File: src/sv/shabsh_pkg.sv
// Shared types and constants for the SHA-256 byte stream hasher.
// Holds the round constants, the initial hash words and the core control struct.
// Depends on nothing; the core, the top level and the testbench import it.
package shabsh_pkg;

    localparam int unsigned WordW    = 32;
    localparam int unsigned CountW   = 61;
    localparam int unsigned ChainN   = 8;
    localparam int unsigned BlockN   = 16;
    localparam int unsigned RoundN   = 64;

    localparam logic [7:0]        PadByte   = 8'h80;
    localparam logic [5:0]        LenPos    = 6'd56;
    localparam logic [CountW-1:0] CountMax  = {CountW{1'b1}};

    localparam logic [31:0] RoundK [RoundN] = '{
        32'h428a2f98, 32'h71374491, 32'hb5c0fbcf, 32'he9b5dba5,
        32'h3956c25b, 32'h59f111f1, 32'h923f82a4, 32'hab1c5ed5,
        32'hd807aa98, 32'h12835b01, 32'h243185be, 32'h550c7dc3,
        32'h72be5d74, 32'h80deb1fe, 32'h9bdc06a7, 32'hc19bf174,
        32'he49b69c1, 32'hefbe4786, 32'h0fc19dc6, 32'h240ca1cc,
        32'h2de92c6f, 32'h4a7484aa, 32'h5cb0a9dc, 32'h76f988da,
        32'h983e5152, 32'ha831c66d, 32'hb00327c8, 32'hbf597fc7,
        32'hc6e00bf3, 32'hd5a79147, 32'h06ca6351, 32'h14292967,
        32'h27b70a85, 32'h2e1b2138, 32'h4d2c6dfc, 32'h53380d13,
        32'h650a7354, 32'h766a0abb, 32'h81c2c92e, 32'h92722c85,
        32'ha2bfe8a1, 32'ha81a664b, 32'hc24b8b70, 32'hc76c51a3,
        32'hd192e819, 32'hd6990624, 32'hf40e3585, 32'h106aa070,
        32'h19a4c116, 32'h1e376c08, 32'h2748774c, 32'h34b0bcb5,
        32'h391c0cb3, 32'h4ed8aa4a, 32'h5b9cca4f, 32'h682e6ff3,
        32'h748f82ee, 32'h78a5636f, 32'h84c87814, 32'h8cc70208,
        32'h90befffa, 32'ha4506ceb, 32'hbef9a3f7, 32'hc67178f2
    };

    localparam logic [31:0] InitH [ChainN] = '{
        32'h6a09e667, 32'hbb67ae85, 32'h3c6ef372, 32'ha54ff53a,
        32'h510e527f, 32'h9b05688c, 32'h1f83d9ab, 32'h5be0cd19
    };

    // Control from the sequencer to the round core.
    typedef struct packed {
        logic       load_msg;    // shift a message word into the schedule window
        logic       load_state;  // shift a chaining word into the working state
        logic       round_en;    // run one compression round
        logic       final_shift; // step the working state during the final add
        logic [5:0] round_idx;
    } core_ctrl_t;

endpackage

File: src/sv/shabsh_if.sv
// Handshake channel interfaces for the SHA-256 byte stream hasher.
// One interface for the input byte stream and one for the digest words.
// Depends on nothing.
interface shabsh_stream_if;
    logic       valid;
    logic       ready;
    logic [7:0] data_byte;
    logic       has_byte;
    logic       last;

    modport source (output valid, output data_byte, output has_byte, output last,
                    input ready);
    modport sink (input valid, input data_byte, input has_byte, input last,
                  output ready);
endinterface

interface shabsh_digest_if;
    logic        valid;
    logic        ready;
    logic [31:0] digest_word;
    logic [2:0]  word_index;
    logic        last_word;
    logic        failed;

    modport source (output valid, output digest_word, output word_index,
                    output last_word, output failed, input ready);
    modport sink (input valid, input digest_word, input word_index,
                  input last_word, input failed, output ready);
endinterface

File: src/sv/shabsh_core.sv
// Round core: 16-word message schedule window and the eight working variables.
// One SHA-256 round per enabled cycle; loaded word by word from the memories.
// Depends on shabsh_pkg.
module shabsh_core (
    input  logic                    clk,
    input  shabsh_pkg::core_ctrl_t  ctrl,
    input  logic [31:0]             msg_word,
    input  logic [31:0]             chain_word,
    output logic [31:0]             state_head
);
    import shabsh_pkg::*;

    logic [31:0] w_reg  [BlockN];
    logic [31:0] st_reg [ChainN];
    logic [31:0] w_new;
    logic [31:0] t1;
    logic [31:0] t2;

    function automatic logic [31:0] rotr(input logic [31:0] v, input int unsigned n);
        rotr = (v >> n) | (v << (32 - n));
    endfunction

    // Schedule expansion and round function.
    always_comb
    begin
        w_new = w_reg[0]
              + (rotr(w_reg[1], 7) ^ rotr(w_reg[1], 18) ^ (w_reg[1] >> 3))
              + w_reg[9]
              + (rotr(w_reg[14], 17) ^ rotr(w_reg[14], 19) ^ (w_reg[14] >> 10));
        t1 = st_reg[7]
           + (rotr(st_reg[4], 6) ^ rotr(st_reg[4], 11) ^ rotr(st_reg[4], 25))
           + ((st_reg[4] & st_reg[5]) ^ (~st_reg[4] & st_reg[6]))
           + RoundK[ctrl.round_idx] + w_reg[0];
        t2 = (rotr(st_reg[0], 2) ^ rotr(st_reg[0], 13) ^ rotr(st_reg[0], 22))
           + ((st_reg[0] & st_reg[1]) ^ (st_reg[0] & st_reg[2]) ^ (st_reg[1] & st_reg[2]));
    end

    // Schedule window: loads shift in at the top, rounds slide it forward.
    always_ff @(posedge clk)
    begin
        if (ctrl.load_msg || ctrl.round_en)
        begin
            for (int i = 0; i < BlockN - 1; i++)
            begin
                w_reg[i] <= w_reg[i+1];
            end
            w_reg[BlockN-1] <= ctrl.load_msg ? msg_word : w_new;
        end
    end

    // Working variables a..h.
    always_ff @(posedge clk)
    begin
        if (ctrl.round_en)
        begin
            st_reg[0] <= t1 + t2;
            st_reg[1] <= st_reg[0];
            st_reg[2] <= st_reg[1];
            st_reg[3] <= st_reg[2];
            st_reg[4] <= st_reg[3] + t1;
            st_reg[5] <= st_reg[4];
            st_reg[6] <= st_reg[5];
            st_reg[7] <= st_reg[6];
        end
        else if (ctrl.load_state || ctrl.final_shift)
        begin
            for (int i = 0; i < ChainN - 1; i++)
            begin
                st_reg[i] <= st_reg[i+1];
            end
            st_reg[ChainN-1] <= chain_word;
        end
    end

    assign state_head = st_reg[0];

endmodule

File: src/sv/sha256_byte_stream_hasher_unit.sv
// Top level of the SHA-256 byte stream hasher: sequencer, block and chain memories.
// Instantiates shabsh_core; uses shabsh_pkg and the channel interfaces in shabsh_if.
//
//   channel | dir | payload                                         | accepted when
//   stream  | in  | data_byte[7:0], has_byte, last                  | valid && ready
//   digest  | out | digest_word[31:0], word_index[2:0], last_word, failed | valid && ready
//
// Bytes are taken one per cycle while the block fills. A full block stalls the stream
// while the message and chaining memories load, the rounds run and the result is added
// back into the chaining memory. Padding then emits one byte per cycle, pausing while
// a full block is compressed. Each digest word is read, registered and held until taken.
// Reset restores the initial hash words through a fresh flag on the chain memory.
module sha256_byte_stream_hasher_unit (
    input  logic            clk,
    input  logic            rst_n,
    shabsh_stream_if.sink   stream,
    shabsh_digest_if.source digest
);
    import shabsh_pkg::*;

    typedef enum logic [2:0] {
        S_IDLE, S_PAD, S_LOAD, S_ROUND, S_FINAL, S_OUT_RD, S_OUT_LD, S_OUT_HOLD
    } state_t;

    state_t              state_reg, state_next;
    state_t              ret_reg, ret_next;
    logic [5:0]          fill_reg, fill_next;
    logic [5:0]          cnt_reg, cnt_next;
    logic [CountW-1:0]   count_reg, count_next;
    logic                failed_reg, failed_next;
    logic                fresh_reg, fresh_next;
    logic                pad_first_reg, pad_first_next;
    logic                len_ok_reg, len_ok_next;
    logic [2:0]          idx_reg, idx_next;
    logic [23:0]         word_reg, word_next;
    logic                out_valid_reg, out_valid_next;
    logic [31:0]         out_word_reg, out_word_next;

    // Memories and their registered read ports.
    logic [31:0] msg_mem   [BlockN];
    logic [31:0] chain_mem [ChainN];
    logic [31:0] msg_rd_reg;
    logic [31:0] chain_rd_reg;

    logic        put_en;
    logic [7:0]  put_val;
    logic        msg_we;
    logic        chain_we;
    logic [2:0]  chain_waddr;
    logic [2:0]  chain_raddr;
    logic        msg_re;
    logic        chain_re;
    logic [63:0] len_shift;
    logic        accept;
    logic [31:0] state_head;
    core_ctrl_t  ctrl;

    assign accept    = stream.valid && stream.ready;
    assign len_shift = {count_reg, 3'b000} << {fill_reg[2:0], 3'b000};

    // Sequencer.
    always_comb
    begin
        state_next     = state_reg;
        ret_next       = ret_reg;
        fill_next      = fill_reg;
        cnt_next       = cnt_reg;
        count_next     = count_reg;
        failed_next    = failed_reg;
        fresh_next     = fresh_reg;
        pad_first_next = pad_first_reg;
        len_ok_next    = len_ok_reg;
        idx_next       = idx_reg;
        out_valid_next = out_valid_reg;
        out_word_next  = out_word_reg;
        put_en         = 1'b0;
        put_val        = stream.data_byte;
        msg_re         = 1'b0;
        chain_re       = 1'b0;
        chain_raddr    = cnt_reg[2:0];
        chain_we       = 1'b0;
        chain_waddr    = 3'(cnt_reg - 6'd1);
        ctrl           = '0;
        ctrl.round_idx = cnt_reg;

        unique case (state_reg)
            S_IDLE:
            begin
                if (accept)
                begin
                    if (stream.has_byte && !failed_reg)
                    begin
                        if (count_reg == CountMax)
                        begin
                            failed_next = 1'b1;
                        end
                        else
                        begin
                            count_next = count_reg + 1'b1;
                            put_en     = 1'b1;
                        end
                    end
                    pad_first_next = 1'b1;
                    len_ok_next    = 1'b0;
                    if (stream.last)
                    begin
                        if (failed_next)
                        begin
                            idx_next   = '0;
                            state_next = S_OUT_RD;
                        end
                        else if (put_en && fill_reg == 6'd63)
                        begin
                            ret_next   = S_PAD;
                            cnt_next   = '0;
                            state_next = S_LOAD;
                        end
                        else
                        begin
                            state_next = S_PAD;
                        end
                    end
                    else if (put_en && fill_reg == 6'd63)
                    begin
                        ret_next   = S_IDLE;
                        cnt_next   = '0;
                        state_next = S_LOAD;
                    end
                end
            end

            S_PAD:
            begin
                put_en         = 1'b1;
                pad_first_next = 1'b0;
                if (pad_first_reg)
                begin
                    put_val     = PadByte;
                    len_ok_next = fill_reg < LenPos;
                end
                else if (len_ok_reg && fill_reg >= LenPos)
                begin
                    put_val = len_shift[63:56];
                end
                else
                begin
                    put_val = 8'h00;
                end
                if (fill_reg == 6'd63)
                begin
                    cnt_next   = '0;
                    state_next = S_LOAD;
                    if (len_ok_reg && !pad_first_reg)
                    begin
                        ret_next = S_OUT_RD;
                        idx_next = '0;
                    end
                    else
                    begin
                        ret_next    = S_PAD;
                        len_ok_next = 1'b1;
                    end
                end
            end

            S_LOAD:
            begin
                msg_re   = cnt_reg < 6'd16;
                chain_re = cnt_reg < 6'd8;
                ctrl.load_msg   = cnt_reg != 6'd0;
                ctrl.load_state = (cnt_reg != 6'd0) && (cnt_reg <= 6'd8);
                cnt_next = cnt_reg + 1'b1;
                if (cnt_reg == 6'd16)
                begin
                    cnt_next   = '0;
                    state_next = S_ROUND;
                end
            end

            S_ROUND:
            begin
                ctrl.round_en = 1'b1;
                cnt_next      = cnt_reg + 1'b1;
                if (ctrl.round_idx == 6'd63)
                begin
                    cnt_next   = '0;
                    state_next = S_FINAL;
                end
            end

            S_FINAL:
            begin
                chain_re         = cnt_reg < 6'd8;
                chain_we         = cnt_reg != 6'd0;
                ctrl.final_shift = cnt_reg != 6'd0;
                cnt_next         = cnt_reg + 1'b1;
                if (cnt_reg == 6'd8)
                begin
                    fresh_next = 1'b0;
                    cnt_next   = '0;
                    state_next = ret_reg;
                end
            end

            S_OUT_RD:
            begin
                chain_re    = 1'b1;
                chain_raddr = idx_reg;
                state_next  = S_OUT_LD;
            end

            S_OUT_LD:
            begin
                out_valid_next = 1'b1;
                out_word_next  = failed_reg ? 32'h0 : chain_rd_reg;
                state_next     = S_OUT_HOLD;
            end

            S_OUT_HOLD:
            begin
                if (digest.ready)
                begin
                    out_valid_next = 1'b0;
                    if (idx_reg == 3'd7)
                    begin
                        fill_next   = '0;
                        count_next  = '0;
                        failed_next = 1'b0;
                        fresh_next  = 1'b1;
                        state_next  = S_IDLE;
                    end
                    else
                    begin
                        idx_next   = idx_reg + 1'b1;
                        state_next = S_OUT_RD;
                    end
                end
            end

            default:
            begin
                state_next = S_IDLE;
            end
        endcase

        if (put_en)
        begin
            fill_next = fill_reg + 1'b1;
        end
    end

    assign msg_we    = put_en && (fill_reg[1:0] == 2'b11);
    assign word_next = put_en ? {word_reg[15:0], put_val} : word_reg;

    // Control state.
    always_ff @(posedge clk or negedge rst_n)
    begin
        if (!rst_n)
        begin
            state_reg     <= S_IDLE;
            ret_reg       <= S_IDLE;
            fill_reg      <= '0;
            cnt_reg       <= '0;
            count_reg     <= '0;
            failed_reg    <= 1'b0;
            fresh_reg     <= 1'b1;
            pad_first_reg <= 1'b0;
            len_ok_reg    <= 1'b0;
            idx_reg       <= '0;
            out_valid_reg <= 1'b0;
        end
        else
        begin
            state_reg     <= state_next;
            ret_reg       <= ret_next;
            fill_reg      <= fill_next;
            cnt_reg       <= cnt_next;
            count_reg     <= count_next;
            failed_reg    <= failed_next;
            fresh_reg     <= fresh_next;
            pad_first_reg <= pad_first_next;
            len_ok_reg    <= len_ok_next;
            idx_reg       <= idx_next;
            out_valid_reg <= out_valid_next;
        end
    end

    // Payload registers.
    always_ff @(posedge clk)
    begin
        word_reg     <= word_next;
        out_word_reg <= out_word_next;
    end

    // Message block memory: one word written per four bytes, read during load.
    always_ff @(posedge clk)
    begin
        if (msg_we)
        begin
            msg_mem[fill_reg[5:2]] <= {word_reg, put_val};
        end
        if (msg_re)
        begin
            msg_rd_reg <= msg_mem[cnt_reg[3:0]];
        end
    end

    // Chaining memory: read-add-write back; reads give the initial words while fresh.
    always_ff @(posedge clk)
    begin
        if (chain_we)
        begin
            chain_mem[chain_waddr] <= chain_rd_reg + state_head;
        end
        if (chain_re)
        begin
            chain_rd_reg <= fresh_reg ? InitH[chain_raddr] : chain_mem[chain_raddr];
        end
    end

    shabsh_core u_core (
        .clk        (clk),
        .ctrl       (ctrl),
        .msg_word   (msg_rd_reg),
        .chain_word (chain_rd_reg),
        .state_head (state_head)
    );

    assign stream.ready       = state_reg == S_IDLE;
    assign digest.valid       = out_valid_reg;
    assign digest.digest_word = out_word_reg;
    assign digest.word_index  = idx_reg;
    assign digest.last_word   = idx_reg == 3'd7;
    assign digest.failed      = failed_reg;

endmodule

File: src/flat_wrapper.sv
// flat-port wrapper written by rule: the top's interface ports become plain ports
module sha256_byte_stream_hasher_unit_flat import shabsh_pkg::*;
  (clk, rst_n, stream_valid, stream_data_byte, stream_has_byte, stream_last, stream_ready, digest_valid, digest_digest_word, digest_word_index, digest_last_word, digest_failed, digest_ready);
  shabsh_stream_if stream_i ();
  shabsh_digest_if digest_i ();
  input  logic clk;
  input  logic rst_n;
  input wire logic [$bits(stream_i.valid)-1:0] stream_valid;
  input wire logic [$bits(stream_i.data_byte)-1:0] stream_data_byte;
  input wire logic [$bits(stream_i.has_byte)-1:0] stream_has_byte;
  input wire logic [$bits(stream_i.last)-1:0] stream_last;
  output wire logic [$bits(stream_i.ready)-1:0] stream_ready;
  output wire logic [$bits(digest_i.valid)-1:0] digest_valid;
  output wire logic [$bits(digest_i.digest_word)-1:0] digest_digest_word;
  output wire logic [$bits(digest_i.word_index)-1:0] digest_word_index;
  output wire logic [$bits(digest_i.last_word)-1:0] digest_last_word;
  output wire logic [$bits(digest_i.failed)-1:0] digest_failed;
  input wire logic [$bits(digest_i.ready)-1:0] digest_ready;
  assign stream_i.valid = stream_valid;
  assign stream_i.data_byte = stream_data_byte;
  assign stream_i.has_byte = stream_has_byte;
  assign stream_i.last = stream_last;
  assign stream_ready = stream_i.ready;
  assign digest_valid = digest_i.valid;
  assign digest_digest_word = digest_i.digest_word;
  assign digest_word_index = digest_i.word_index;
  assign digest_last_word = digest_i.last_word;
  assign digest_failed = digest_i.failed;
  assign digest_i.ready = digest_ready;
  sha256_byte_stream_hasher_unit u_core (.clk(clk), .rst_n(rst_n), .stream(stream_i), .digest(digest_i));
endmodule
File: config.mk
export PLATFORM = sky130hd
export DESIGN_NAME = sha256_byte_stream_hasher_unit_flat
export DESIGN_NICKNAME = d
export VERILOG_FILES = /design/src/sv/shabsh_pkg.sv /design/src/sv/shabsh_if.sv /design/src/sv/shabsh_core.sv /design/src/sv/sha256_byte_stream_hasher_unit.sv /design/src/flat_wrapper.sv
export SDC_FILE = /design/constraint.sdc
export NUM_CORES = 2
export LEC_CHECK = 0
export BUFFER_PORTS_ARGS = -buffer_cell sky130_fd_sc_hd__buf_2
export CAP_MARGIN = 5
export CORE_MARGIN = 2
export CORE_UTILIZATION = 40
export CTS_CLUSTER_DIAMETER = 100
export DETAILED_ROUTE_END_ITERATION = 8
export GPL_TIMING_DRIVEN = 0
export PLACE_DENSITY_LB_ADDON = 0.15
export SYNTH_ARGS = -nofsm -noshare
export SYNTH_HDL_FRONTEND = slang
export SYNTH_SLANG_ARGS = --single-unit
File: constraint.sdc
create_clock -name clk -period 46.9 [get_ports clk]
set_input_delay 9.38 -clock clk [delete_from_list [all_inputs] [get_ports clk]]
set_output_delay 9.38 -clock clk [all_outputs]
set_load 0.05 [all_outputs]
==> impl_metrics.py <==
metrics = {
    "min_path": {
        "hp-start": "u_core.u_core.w_reg[1][11]",
        "min_path_cells": 0,
        "holdPathEnd": "u_core.u_core.w_reg[0][235]",
        "hold_class": "flop to flop",
    },
    "global_routing": {
        "antenna_found_initial": 18,
        "grt_usage": 0.2473,
        "grt_pass1_wl_um": 375500,
        "grt_pass1_vias": 51708,
        "gr-total-overflow": 0,
        "grt_start_max_net_pins": 77,
    },
    "clock_tree": {
        "cts_setup_buffers": 0,
        "cts_tree": "done",
        "cts_resized": 0,
        "cts_buffer_depth": 3,
        "cts.htree.levels": 4,
        "hold_buffers": 0,
        "clock_latency_ns": 0.88,
        "clockRootBuffer": "clkbuf_16",
        "cts-buffers-inserted": 186,
        "clock-sinks": 1742,
        "cts.clk_slew.worst_paths_ns": 0.06,
    },
    "place": {
        "place_congestion": 0.9426,
        "dp_hpwl_um": 193100,
        "port-buffer-count": 52,
    },
    "cells_and_area": {
        "drive_gt1_frac": 0.1047,
        "area_growth_pct": 13.49,
        "final_nets": 6952,
        "nFillCells": 18528,
    },
    "drt": {
        "routed_via_density": 5.607,
        "vias": 52853,
        "first_pass_iters": 6,
        "dr.first_iter.drc_count": 5567,
        "finalWirelength_um": 262300,
        "antenna_left": 0,
        "post_drt_wl_per_cell_um": 27.83,
        "drc_errors": 0,
    },
    "sta": {
        "rsz0062_at_grt": "no",
        "worst_slew_pin_slew_ns": 1.431,
        "finalCritPeriodShare": 0.2987,
        "finalHoldViolCount": 0,
        "slew_headroom": 0.03897,
        "max_freq_mhz": 71.38,
        "min_period_ns": 14.01,
        "skew_ns": 0.07499,
        "drv_slew": 0,
        "setup_viol": 0,
        "finalSetupTns_ns": 0,
    },
    "setup_path": {
        "start_kind": "flop",
        "crit_arrival_ns": 14.68,
        "max_stage_delay_ns": 0.90,
        "end_kind": "flop",
        "cp_common_cell": "inv_1",
        "timing.rr.end": "u_core.u_core.st_reg[0][30]",
        "rr_worst_depth": 40,
        "critPathMaxFanout": 15,
        "reg2reg_from": "u_core.cnt_reg[1]",
        "required_ns": 47.56,
        "ff2ff_setup_slack_ns": 32.89,
        "setup.worst_path.start": "u_core.cnt_reg[1]",
        "slowest_stage": "clkbuf_1",
        "critPathKind": "flop to flop",
    },
    "synth": {
        "ys_ff_latch": 1742,
        "synth-edff-count": 1656,
        "syn_inst": 6241,
        "ys_warn_count": 0,
        "synth_area_per_cell_um2": 13.31,
        "synth-seq-area-share": 0.6247,
        "async_flop_share": 0.04937,
        "ys.flop_type": "edfxtp_1",
        "syn_area_mm2": 0.08305,
        "yosysTopAreaCellShare": 0.5988,
        "synth_most_common_cell": "edfxtp_1",
        "synth_area_leaders": "edfxtp_1 (60%), fa_1 (4.5%), nand2_1 (4.5%), mux4_2 (4.0%), xnor2_1 (3.1%)",
        "synth_cell_type_count": 92,
        "syn-num-nets": 6633,
        "yosys-top-cells-count": "edfxtp_1 (1656), nand2_1 (1001), nor2_1 (304), xnor2_1 (296), a21oi_1 (285)",
        "synth_top_area_cell": "edfxtp_1",
    },
    "floorplanning": {
        "core_mm2": 0.2067,
        "die_x_um": 459.7,
        "start_util": 0.4019,
        "die_h_um": 459.7,
        "num_io_pins": 53,
        "rows": 167,
        "die-area_mm2": 0.2113,
    },
    "run_status": {
        "status": "complete, no violations",
    },
    "flow_run": {
        "cap_viol_max_count": 0,
    },
}
==> logic make-up (layout without fill, tap and decap cells) <==
| kind of cell | after synthesis | after routing | synth area share |
|---|---|---|---|
| and+or+nand+nor | 1784 | 1784 | 0.09342 |
| DFF | 1742 | 1742 | 0.6247 |
| AOI/OAI and AO/OA | 1016 | 1016 | 0.07718 |
| buffers and inverters | 608 | 1084 | 0.02778 |
| xor gates and xnor gates | 439 | 439 | 0.04630 |
| adders and majority gates | 380 | 380 | 0.07418 |
| muxes | 272 | 272 | 0.05642 |
| other | 0 | 5 | 0 |
==> cell type report <==
| cell class | instances | area [um2] | area share |
|---|---|---|---|
| clock inverters | 109 | 1187 | 0.01260 |
| well taps | 2704 | 3383 | 0.03589 |
| clock buffers | 236 | 4883 | 0.05181 |
| inverters | 286 | 1076 | 0.01142 |
| repair buffers | 131 | 1526 | 0.01619 |
| flip-flops and latches | 1742 | 51880 | 0.5504 |
| diodes | 5 | 12.51 | 0.0001327 |
| plain buffers | 322 | 1231 | 0.01306 |
| multi-input cells | 3891 | 29070 | 0.3085 |
==> worst max-delay path: cells and delay by family (launching register included) <==
kind / cells / cell delay (ns)
xor+xnor: 1 / 0.22
compound gates: 15 / 4.20
flops: 1 / 0.47
simple gates: 7 / 2.68
fa+ha+maj: 7 / 2.81
buf+inv: 10 / 3.45
==> worst max-delay path by stage <==
stage          cells after the start                     endpoint  slack [ns]
5_1_grt                           40  u_core.u_core.st_reg[0][30]       32.12
3_5_place_dp                      40  u_core.u_core.st_reg[0][30]       32.94
2_1_floorplan                     12    u_core.u_core.w_reg[0][0]       31.68
3_3_place_gp                      12  u_core.u_core.w_reg[0][228]       23.69
4_1_cts                           40  u_core.u_core.st_reg[0][30]       32.91
6_report                          40  u_core.u_core.st_reg[0][30]       32.89
==> layer usage <==
layer / up-vias / GRT usage / routed length [um]
li1: 23412 / - / -
met1: 27289 / 0.3601 / 118500
met2: 1777 / 0.3795 / 119100
met3: 369 / 0.04284 / 17190
met4: 6 / 0.07252 / 7439
met5: - / 0 / 32
==> cell usage in the layout (no fill, tap or decap), drive strengths merged, types with 89 or more instances in the layout <==
cell	count
inv	290
edfxtp	1656
nand3	122
xnor2	296
a21o	93
buf	188
ha	190
xor2	143
fa	188
nor2	304
o21ai	257
clkbuf	501
mux4	148
mux2	89
nand2	1002
a21oi	285
and3	95
==> stage by stage <==
stage	instance area, um2	setup slack [ns]	std cells	hold slack, ns	util
after global routing	94250	32.12	9422	0.3730	0.4561
final	94260	32.89	9426	0.3712	0.4561
after floorplan	83050	31.68	6241	0.4003	-
after global placement	86690	23.69	8997	0.4003	0.4195
after detailed placement	88140	32.94	9075	0.4045	0.4265
after CTS	94220	32.91	9420	0.3573	0.4559
Power is not shown: default switching activity piles up to over one toggle a cycle in this logic, so the estimate is an artifact.
